## config.mk

```make
export PLATFORM = sky130hd
export DESIGN_NAME = calibration_table_distance_converter_flat
export DESIGN_NICKNAME = d
export VERILOG_FILES = /design/src/hw/rtl/ctdc_pkg.sv /design/src/hw/rtl/ctdc_if.sv /design/src/hw/rtl/calibration_table_distance_converter.sv /design/src/flat_wrapper.sv
export SDC_FILE = /design/constraint.sdc
export NUM_CORES = 2
export LEC_CHECK = 0
export BUFFER_PORTS_ARGS = -buffer_cell sky130_fd_sc_hd__buf_4
export CAP_MARGIN = 20
export CORE_MARGIN = 3
export CORE_UTILIZATION = 57
export DETAILED_ROUTE_END_ITERATION = 7
export PLACE_DENSITY = 0.76
export SYNTH_ARGS = -nofsm -noshare
export SYNTH_HDL_FRONTEND = slang
export SYNTH_SLANG_ARGS = --single-unit
```

## constraint.sdc

```tcl
create_clock -name clk -period 7 [get_ports clk]
set_input_delay 1.05 -clock clk [delete_from_list [all_inputs] [get_ports clk]]
set_output_delay 1.05 -clock clk [all_outputs]
set_load 0.01 [all_outputs]
```

## src/hw/rtl/ctdc_pkg.sv

```systemverilog
`default_nettype none
package ctdc_pkg;

  localparam int TABLE_DEPTH = 128;
  localparam int IDX_W       = $clog2(TABLE_DEPTH);
  localparam int KIND_W      = 2;
  localparam int RAW_W       = 10;
  localparam int EIDX_W      = 7;
  localparam int VAL_W       = 16;
  localparam int DIST_W      = 10;
  localparam int NIDX_W      = 7;
  localparam int STEP_W      = $clog2(VAL_W);
  localparam int CFG_ADDR_W  = 3;
  localparam int CFG_DATA_W  = 32;

  localparam logic [VAL_W-1:0] EMPTY_MARK = 16'hFFFF;
  localparam logic [VAL_W-1:0] DIST_LIMIT = 16'd1023;
  localparam logic [VAL_W-1:0] DIST_CLAMP = 16'd1022;

  localparam logic [KIND_W-1:0] KIND_CONVERT = 2'd0;
  localparam logic [KIND_W-1:0] KIND_WRITE   = 2'd1;
  localparam logic [KIND_W-1:0] KIND_CLEAR   = 2'd2;

  localparam logic REG_INTERP = 1'b0;

  typedef struct packed {
    logic [KIND_W-1:0] kind;
    logic [RAW_W-1:0]  raw_value;
    logic [EIDX_W-1:0] entry_index;
    logic [VAL_W-1:0]  entry_value;
  } in_beat_t;

  typedef struct packed {
    logic [DIST_W-1:0] distance;
    logic [NIDX_W-1:0] nearest_index;
    logic              table_empty;
  } out_beat_t;

  typedef enum logic [2:0] {
    ST_IDLE,
    ST_SCAN,
    ST_PICK,
    ST_NBR,
    ST_DIV,
    ST_ADJ,
    ST_DONE
  } state_t;

  function automatic logic [VAL_W-1:0] times_ten(input logic [VAL_W-1:0] x);
    return (x << 3) + (x << 1);
  endfunction

endpackage
`default_nettype wire

```

## src/hw/rtl/ctdc_if.sv

```systemverilog
`default_nettype none
interface ctdc_in_if import ctdc_pkg::*; ();
  logic     valid;
  logic     ready;
  in_beat_t data;

  modport source (output valid, output data, input ready);
  modport sink   (input valid, input data, output ready);
endinterface

interface ctdc_out_if import ctdc_pkg::*; ();
  logic      valid;
  logic      ready;
  out_beat_t data;

  modport source (output valid, output data, input ready);
  modport sink   (input valid, input data, output ready);
endinterface
`default_nettype wire

```

## src/hw/rtl/calibration_table_distance_converter.sv

```systemverilog
// Calibration table distance converter.
// sample (valid/ready) carries one beat per command: write one table entry,
// clear the table, or convert a raw reading. Write and clear
// give no result. A conversion gives one beat on result (valid/ready).
// A conversion scans every entry through the table's single read port; when
// interpolating and a neighbour exists, it reads the neighbour entry and, if
// the gap is nonzero, runs the bit-serial divider and an adjust step; it then
// loads the output register. One item is in work at a time; sample.ready is
// high only while the block is idle.
// The result sits in an output register; a stalled receiver keeps it there
// and a finished conversion waits until the register frees up. A new
// command is taken while an earlier result still waits.
// Reset empties the table (per-entry valid bits, cleared together, so
// no clearing pass) and sets interpolate_enable to 1. The clear command
// empties the table the same way. APB register at byte 0: bit 0 is
// interpolate_enable.
`default_nettype none
module calibration_table_distance_converter import ctdc_pkg::*; (
  input  wire logic                  clk,
  input  wire logic                  rst,
  ctdc_in_if.sink                    sample,
  ctdc_out_if.source                 result,
  input  wire logic                  psel,
  input  wire logic                  penable,
  input  wire logic                  pwrite,
  input  wire logic [CFG_ADDR_W-1:0] paddr,
  input  wire logic [CFG_DATA_W-1:0] pwdata,
  output logic      [CFG_DATA_W-1:0] prdata,
  output logic                       pready
);

  logic interp;

  logic [VAL_W-1:0]       mem [TABLE_DEPTH];
  logic [TABLE_DEPTH-1:0] vld;
  logic                   rd_en;
  logic [IDX_W-1:0]       rd_addr;
  logic [VAL_W-1:0]       rd_data;
  logic                   rd_vld;
  logic [VAL_W-1:0]       rd_entry;

  state_t state, state_next;

  logic [IDX_W-1:0]  cnt, pos;
  logic [VAL_W-1:0]  best, best_entry;
  logic              empty;
  logic [RAW_W-1:0]  raw;
  logic [VAL_W-1:0]  den, quo, rem, dst;
  logic [STEP_W-1:0] step;
  logic              ov;
  out_beat_t         obeat;

  logic              accept_in, is_conv;
  logic [VAL_W-1:0]  raw16, diff, pos_ten, den_c, num_c;
  logic              hit, up, at_last, at_first, need_nbr, div_last, out_free;
  logic [VAL_W:0]    trial;

  // config port
  assign pready = 1'b1;

  always_ff @(posedge clk) begin
    if (rst) begin
      interp <= 1'b1;
    end else if (psel && penable && pwrite && paddr[CFG_ADDR_W-1] == REG_INTERP) begin
      interp <= pwdata[0];
    end
  end

  always_comb begin
    prdata = '0;
    if (paddr[CFG_ADDR_W-1] == REG_INTERP) begin
      prdata[0] = interp;
    end
  end

  // handshake
  assign accept_in = sample.valid && sample.ready;
  assign is_conv   = accept_in && sample.data.kind == KIND_CONVERT;
  assign out_free  = !ov || result.ready;

  // table memory
  always_ff @(posedge clk) begin
    if (accept_in && sample.data.kind == KIND_WRITE
        && int'(sample.data.entry_index) < TABLE_DEPTH) begin
      mem[IDX_W'(sample.data.entry_index)] <= sample.data.entry_value;
    end
    if (rd_en) begin
      rd_data <= mem[rd_addr];
    end
  end

  always_ff @(posedge clk) begin
    if (rst) begin
      vld    <= '0;
      rd_vld <= 1'b0;
    end else begin
      if (rd_en) begin
        rd_vld <= vld[rd_addr];
      end
      if (accept_in && sample.data.kind == KIND_CLEAR) begin
        vld <= '0;
      end else if (accept_in && sample.data.kind == KIND_WRITE
                   && int'(sample.data.entry_index) < TABLE_DEPTH) begin
        vld[IDX_W'(sample.data.entry_index)] <= 1'b1;
      end
    end
  end

  assign rd_entry = rd_vld ? rd_data : EMPTY_MARK;

  // datapath terms
  assign raw16    = VAL_W'(raw);
  assign diff     = (raw16 > rd_entry) ? raw16 - rd_entry : rd_entry - raw16;
  assign hit      = rd_entry != EMPTY_MARK && best > diff;
  assign up       = raw16 > best_entry;
  assign pos_ten  = times_ten(VAL_W'(pos));
  assign at_last  = pos == IDX_W'(TABLE_DEPTH - 1);
  assign at_first = pos == '0;
  assign need_nbr = interp && (up ? !at_last : !at_first);
  assign den_c    = up ? rd_entry - best_entry : best_entry - rd_entry;
  assign num_c    = times_ten(up ? raw16 - best_entry : best_entry - raw16);
  assign trial    = {rem, quo[VAL_W-1]} - {1'b0, den};
  assign div_last = step == STEP_W'(VAL_W - 1);

  // next state
  always_comb begin
    state_next = state;
    case (state)
      ST_IDLE: begin
        if (is_conv) state_next = ST_SCAN;
      end
      ST_SCAN: begin
        if (cnt == IDX_W'(TABLE_DEPTH - 1)) state_next = ST_PICK;
      end
      ST_PICK: begin
        state_next = need_nbr ? ST_NBR : ST_DONE;
      end
      ST_NBR: begin
        state_next = (den_c == '0) ? ST_DONE : ST_DIV;
      end
      ST_DIV: begin
        if (div_last) state_next = ST_ADJ;
      end
      ST_ADJ: begin
        state_next = ST_DONE;
      end
      ST_DONE: begin
        if (out_free) state_next = ST_IDLE;
      end
      default: state_next = ST_IDLE;
    endcase
  end

  // state outputs
  always_comb begin
    sample.ready = 1'b0;
    rd_en        = 1'b0;
    rd_addr      = '0;
    case (state)
      ST_IDLE: begin
        sample.ready = 1'b1;
        rd_en        = is_conv;
      end
      ST_SCAN: begin
        rd_en   = 1'b1;
        rd_addr = cnt + 1'b1;
      end
      ST_PICK: begin
        rd_en   = need_nbr;
        rd_addr = up ? pos + 1'b1 : pos - 1'b1;
      end
      default: begin
        rd_en = 1'b0;
      end
    endcase
  end

  always_ff @(posedge clk) begin
    if (rst) begin
      state <= ST_IDLE;
      ov    <= 1'b0;
    end else begin
      state <= state_next;
      if (state == ST_DONE && out_free) begin
        ov <= 1'b1;
      end else if (result.ready) begin
        ov <= 1'b0;
      end
    end
  end

  always_ff @(posedge clk) begin
    case (state)
      ST_IDLE: begin
        if (is_conv) begin
          cnt        <= '0;
          pos        <= '0;
          best       <= EMPTY_MARK;
          best_entry <= EMPTY_MARK;
          empty      <= 1'b1;
          raw        <= sample.data.raw_value;
        end
      end
      ST_SCAN: begin
        if (hit) begin
          best       <= diff;
          pos        <= cnt;
          best_entry <= rd_entry;
        end
        if (rd_entry != EMPTY_MARK) empty <= 1'b0;
        cnt <= cnt + 1'b1;
      end
      ST_PICK: begin
        dst <= (interp && up) ? pos_ten : VAL_W'(pos);
      end
      ST_NBR: begin
        dst  <= pos_ten;
        den  <= den_c;
        quo  <= num_c;
        rem  <= '0;
        step <= '0;
      end
      ST_DIV: begin
        if (!trial[VAL_W]) begin
          rem <= trial[VAL_W-1:0];
          quo <= {quo[VAL_W-2:0], 1'b1};
        end else begin
          rem <= {rem[VAL_W-2:0], quo[VAL_W-1]};
          quo <= {quo[VAL_W-2:0], 1'b0};
        end
        step <= step + 1'b1;
      end
      ST_ADJ: begin
        dst <= up ? pos_ten + quo : pos_ten - quo;
      end
      ST_DONE: begin
        if (out_free) begin
          obeat.distance      <= (dst > DIST_LIMIT) ? DIST_CLAMP[DIST_W-1:0]
                                                    : dst[DIST_W-1:0];
          obeat.nearest_index <= NIDX_W'(pos);
          obeat.table_empty   <= empty;
        end
      end
      default: begin
        cnt <= cnt;
      end
    endcase
  end

  assign result.valid = ov;
  assign result.data  = obeat;

endmodule
`default_nettype wire

```

## src/flat_wrapper.sv

```systemverilog
// flat-port wrapper written by rule: the top's interface ports become plain ports
module calibration_table_distance_converter_flat import ctdc_pkg::*;
  (clk, rst, psel, penable, pwrite, paddr, pwdata, prdata, pready, sample_valid, sample_data, sample_ready, result_valid, result_data, result_ready);
  ctdc_in_if sample_i ();
  ctdc_out_if result_i ();
  input  wire logic clk;
  input  wire logic rst;
  input  wire logic psel;
  input  wire logic penable;
  input  wire logic pwrite;
  input  wire logic [CFG_ADDR_W-1:0] paddr;
  input  wire logic [CFG_DATA_W-1:0] pwdata;
  output logic      [CFG_DATA_W-1:0] prdata;
  output logic pready;
  input wire logic [$bits(sample_i.valid)-1:0] sample_valid;
  input wire logic [$bits(sample_i.data)-1:0] sample_data;
  output wire logic [$bits(sample_i.ready)-1:0] sample_ready;
  output wire logic [$bits(result_i.valid)-1:0] result_valid;
  output wire logic [$bits(result_i.data)-1:0] result_data;
  input wire logic [$bits(result_i.ready)-1:0] result_ready;
  assign sample_i.valid = sample_valid;
  assign sample_i.data = sample_data;
  assign sample_ready = sample_i.ready;
  assign result_valid = result_i.valid;
  assign result_data = result_i.data;
  assign result_i.ready = result_ready;
  calibration_table_distance_converter u_core (.clk(clk), .rst(rst), .sample(sample_i), .result(result_i), .psel(psel), .penable(penable), .pwrite(pwrite), .paddr(paddr), .pwdata(pwdata), .prdata(prdata), .pready(pready));
endmodule
```

[Word-level counts from Yosys, hierarchy flattened]
Memory sizes are Yosys's and may differ from the RTL's. A register that Yosys moved wholly into a read port is not among the register bits.
Cells that the tools add are included.
Operators by class
  $add $sub $neg: 15
  magnitude comparators: 7
  bitwise operators: 2
  reduce and logical (&&, ||, !) cells: 31
  equal/unequal tests: 18
  mux-type cells: 45
Operators by type and width (number)
  two-way mux 16 bit: 9
  bitwise OR 128 bit: 1
  one-hot mux 16 bit (2 select lines): 4
  one-hot mux 16 bit (3 select lines): 1
  one-hot mux 7 bit (2 select lines): 3
  greater-than comparator 10 x 16 -> 1 bit: 2
  subtractor 16 bit: 2
  two-way mux 7 bit: 3
  one-hot mux 3 bit (7 select lines): 1
  subtractor 17 x 16 -> 17 bit: 1
  adder 11 x 16 -> 16 bit: 1
  adder 16 bit: 1
  greater-than comparator 16 x 10 -> 1 bit (second input constant): 1
  greater-than comparator 16 bit: 1
  zero test 16 bit: 1
  < comparator 7 x 8 -> 1 bit (second input constant): 2
  inequality test 16 bit (second input constant): 1
  subtractor 10 x 16 -> 16 bit: 1
  subtractor 11 x 16 -> 16 bit: 1
  subtractor 16 x 10 -> 16 bit: 1
  two-way mux 15 bit: 1
  two-way mux 3 bit: 5
  subtractor 10 x 15 -> 15 bit: 1
  subtractor 15 x 10 -> 15 bit: 1
  33 further kinds: 72
Word-level totals
  memories: 1
  bits of input ports: 77
  bits in writable memories: 2048
  word-level logic and storage cells: 138
  output and inout port bits: 53
  register bits after elaboration: 277
Memories
  u_core.mem: depth 128, width 16, rd ports 1, clocked after Yosys merged registers in 1, wr ports 1, RTL line calibration_table_distance_converter.sv:34  | logic [VAL_W-1:0] mem [TABLE_DEPTH];

[Longest topological paths before layout]
  depth after elaboration: 7
  gate-level depth with buffers: 25

[Least setup slack after synthesis]
OpenSTA, ideal clock, no wires.
  path kind: register to register
  from: reg u_core.rd_vld
  to: reg u_core.best[0] (enable)
  arrival time: 6.066 ns
  data required time: 6.552 ns
  cell stages (with the launch flop): 22
  library setup time: 0.448 ns
  setup slack: 0.485 ns
  cells stage by stage: dfxtp_1 clkbuf_1 clkbuf_1 nor2b_1 inv_1 ha_1 and4_1 o21ai_0 a31oi_1 clkbuf_1 buf_2 mux2i_1 xnor2_1 ha_1 o21a_1 o21a_1 o21ai_0 a21oi_1 o31ai_1 a21boi_0 o21ai_0 a21oi_1
Between the ends
  word-level cells in the longest chain between the ends: 7
  elaborated cells on any way between the ends: 10
  those cells by class: add/sub (2); order compare (2); eq/ne (2); mux (2); reduce/logical (2)
Ends and longest elaborated chain
  from (decl): RTL line calibration_table_distance_converter.sv:39  | logic rd_vld;
  from (signal assigned): RTL line calibration_table_distance_converter.sv:98  | rd_vld <= vld[rd_addr];
  two-way mux 16 bit *: RTL line calibration_table_distance_converter.sv:109  | assign rd_entry = rd_vld ? rd_data : EMPTY_MARK;
  named net u_core.rd_entry[4]: RTL line calibration_table_distance_converter.sv:40  | logic [VAL_W-1:0] rd_entry;
  subtractor 16 x 10 -> 16 bit, or another cell as far along: RTL line calibration_table_distance_converter.sv:113  | assign diff = (raw16 > rd_entry) ? raw16 - rd_entry : rd_entry - raw16;
  two-way mux 16 bit: RTL line calibration_table_distance_converter.sv:113
  greater-than comparator 16 bit: RTL line calibration_table_distance_converter.sv:114  | assign hit = rd_entry != EMPTY_MARK && best > diff;
  logical AND 1 bit *: RTL line calibration_table_distance_converter.sv:114
  inequality test 2 x 1 -> 1 bit (no source line) *
  AND reduction 3 bit (no source line) *
  to (signal assigned): RTL line calibration_table_distance_converter.sv:206  | best <= diff;
  to (decl): RTL line calibration_table_distance_converter.sv:45  | logic [VAL_W-1:0] best, best_entry;
Mark *: on every way through the listed nets, which the timed path passes. The rest lies on a longest branch.
A chain may end at the register's enable or synchronous reset.

[Worst setup path after layout]
  from: reg u_core.rd_data[1], read port of u_core.mem
  to: reg u_core.best[9] (enable)
Between the ends
  word-level cells in the longest chain between the ends: 7
  elaborated cells on any way between the ends: 10
  those cells by class: add/sub (2); order compare (2); eq/ne (2); mux (2); reduce/logical (2)
Ends and longest elaborated chain
  from (decl): RTL line calibration_table_distance_converter.sv:38  | logic [VAL_W-1:0] rd_data;
  two-way mux 16 bit *: RTL line calibration_table_distance_converter.sv:109
  subtractor 16 x 10 -> 16 bit, or another cell as far along: RTL line calibration_table_distance_converter.sv:113
  two-way mux 16 bit: RTL line calibration_table_distance_converter.sv:113
  greater-than comparator 16 bit: RTL line calibration_table_distance_converter.sv:114
  logical AND 1 bit *: RTL line calibration_table_distance_converter.sv:114
  inequality test 2 x 1 -> 1 bit (no source line) *
  AND reduction 3 bit (no source line) *
Mark *: on every way between the ends. The rest lies on a longest branch, timed or not.

==> flow_summary.ini <==
[outcome]
outcome = finished, violations left
violations = design-rule violations

[cts]
cts_buffer_depth = 3
tritoncts = done
post_cts_resized = 0
cts_max_level = 4
clk_pin_slew_worst_paths_ps = 60
clkLatencyLatePin_ps = 850
postCtsSetupBuffers = 0
cts-root-buf = clkbuf_16
cts_hold_buf = 0
cts_buffers = 221
numClockSinks = 2341

[hold_path]
hold_end = u_core.raw[3]
hp-class = in2reg
min_from = sample_data[26]
hold_path_depth = 1

[critical_path]
crit_path_end_kind = flop
crit_top_cell = o21ai_0
crit_family = compound AO/OA/AOI/OAI gates
slowest_delay_ps = 660
crit_path_start_kind = flop
slowest_stage = nor2b_1
cp_max_fo = 23
r2r-start = u_core.rd_data[1]
cp.required_ps = 7580
r2r-end = u_core.best[9]
critPathKind = reg2reg
rrSetupSlack_ps = 980
path_cells = nor2b_1 > inv_1 > ha_1 > ha_1 > o21ai_0 > a21boi_0 > o21ai_0 > a31oi_2 > buf_4 > mux2i_1 > o22ai_1 > a31oi_1 > nand2_1 > ha_1 > a21oi_1 > nor2b_1 > o21ai_0 > nand2b_1 > a21oi_1 > a21boi_0 > o21ai_0 > a21oi_4 > buf_4
critPathBufInv = 3
worstPathArrival_ps = 6600
reg2reg_depth = 23

[power_and_ir_drop]
max-vdd-ir-drop_mv = 0.344
power.leakage_uw = 0.0363
powerDensity_nw_per_um2 = 367

[final_layout]
area_growth_pct = 11.9
fin_nets = 6184
num-fill-cells = 11100
final_area_um2 = 109000
drive_gt1_share_pct = 20.5

[detailed_routing]
first_iter_violations = 7699
wl_per_cell_um = 29.4
remaining_drc_errors = 7
ant_nets = 0
routed_wl_um = 246000
first_pass_iters = 8
viasPerCell = 6.52
vias = 54600

[synthesis]
syn_avg_cell_area_um2 = 17.1
yosys.area_share.simple_pct = 6.61
yosysTopAreaCell = edfxtp_1
synth.top_cell.area_share_pct = 68.1
synth_edf_count = 2207
synthAdderAreaFrac_pct = 2.06
synth-seq-cells = 2341
seq_area_frac_synth_pct = 70.9
synth_common_cells = edfxtp_1, nand2_1, mux4_2
synth.distinct_cells = 91
synth_area_leaders = edfxtp_1, mux4_2, dfxtp_1, nand2_1, ha_1
synth_compound_area_share_pct = 4.45
syn_inst = 5705
async_flop_share_pct = 0
synthMuxAreaShare_pct = 13.2
synth-main-ff-cell = edfxtp_1
synth.most_common_cell = edfxtp_1
syn_area_um2 = 97300
ys_warn_count = 0
synth-xor-area-share_pct = 0.729
synth_top_family_by_area = multiplexers

[die]
num_io_pins = 130
initial_core_util_pct = 57.4
die_width_um = 419
die_h_um = 419
rows = 151
coreArea_um2 = 169000
dieArea_um2 = 176000

[placed_design]
gp_congestion = 0.951
portBuffers = 64
detailed_place_hpwl_um = 146000
dpl_cell_area_um2 = 102000
dp_slack_ps = 1200

[global_route]
grt_use_total_pct = 28.2
grt_pass1_vias = 54500
grt_max_degree = 97
grt_pass1_wl_um = 362000
overflow = 0
antenna_found_initial = 6

[timing]
fin_crit_ps = 6020
hold_violations = 0
rsz0062_at_grt = false
tightest_slew_ps = 1180
setup_viol = 0
fmax_mhz = 166
tns_ps = 0
drv_slew = 0
finClkSkew_ps = 35.4
period_share_pct = 86.0
worst_slack_ps = 981
max_slew_margin_pct = 21.6
hold-worst-slack_ps = 376

[run]
drv.max_cap_violation_count = 0
## through the flow
stage                     power (µW)  instances  util, %
after global routing           41400       8367     64.2
after detailed placement       28100       7947     60.0
after CTS                      40000       8363     64.2
after floorplan                23900       5735        -
final                          40000       8369     64.2
after global placement         28000       7946     59.9
## state kept, by name (all words and copies together) (netlist names), 16 cells and up
signal              flops
u_core.best            16
u_core.vld            128
u_core.rem             16
u_core.quo             16
u_core.mem           2048
u_core.best_entry      16
u_core.rd_data         16
u_core.result.data     18
u_core.den             16
u_core.dst             16
## worst max-delay path by stage
stage | start | cells past startpoint | to
floorplan | u_core.rd_vld | 21 | u_core.best[0]
global placement | u_core.raw[9] | 17 | u_core.rd_data[1]
detailed placement | u_core.raw[9] | 18 | u_core.rd_data[2]
CTS | u_core.raw[9] | 17 | u_core.rd_data[3]
global route | u_core.rd_data[1] | 23 | u_core.best[9]
finish | u_core.rd_data[1] | 23 | u_core.best[9]
## placed cells by master (no fill, tap or decap), types with 18 or more instances in the layout
cell          n
nor2_1      242
a311oi_1     31
nand2b_1     21
ha_1        144
o21ai_0      74
clkbuf_1     65
conb_1       32
a21o_1       30
clkbuf_8     21
dfxtp_1     134
clkinv_1     38
and3_1       51
a31oi_1      49
edfxtp_1   2207
buf_12       25
or3_1        35
bufinv_16    18
clkbuf_16   223
inv_1       130
o21a_1      145
xnor2_1      67
a211oi_1     18
buf_4       308
mux2i_1      42
nor3_1       29
a21oi_1     148
mux4_2      544
nand3_1     293
nor2b_1      29
nand2_1     614
clkinv_2     29
## final cells by class
cell class                      instances  area, µm²  area share, %
Sequential cell                      2341      69000           63.3
Multi-Input combinational cell       2923      26600           24.4
Clock buffer                          309       6110           5.62
Timing Repair Buffer                  334       2840           2.61
Tap cell                             2218       2780           2.55
Clock inverter                        107       1110           1.02
Inverter                              132        495          0.455
Antenna cell                            5       12.5         0.0115
## cell families (layout without fill, tap and decap cells)
group | Yosys count | after routing
flops | 2341 | 2341
simple gates | 1416 | 1416
compound gates | 639 | 639
mux | 601 | 601
buf+inv | 471 | 882
fa+ha+maj | 154 | 154
xor+xnor | 81 | 81
other cells | 2 | 37
## per-layer routing
metal | global-route usage (%) | wire length [µm] | vias up | share of wire, %
met2 | 43.7 | 116000 | 3320 | 47
li1 | - | - | 22900 | -
met3 | 5.41 | 25800 | 482 | 10
met5 | 0 | 14 | - | 0.0057
met4 | 11.2 | 10100 | 2 | 4.1
met1 | 40.0 | 93700 | 27800 | 38
## where the power goes
group | switching [µW] | total, µW | internal [µW]
Sequential | 195 | 15900 | 15700
Clock | 5130 | 11900 | 6760
Combinational | 7440 | 12200 | 4770
## worst reg2reg max path, delay by kind of cell, from the launching register on
family / cells / cell delay [ps]
AO/OA/AOI/OAI: 12 / 2160
flip-flops: 1 / 590
adder cells (fa/ha/maj): 3 / 920
multiplexers: 1 / 320
buffers and inverters: 3 / 860
AND/OR/NAND/NOR: 4 / 900
Note: power is estimated with default switching activity, not from simulation.
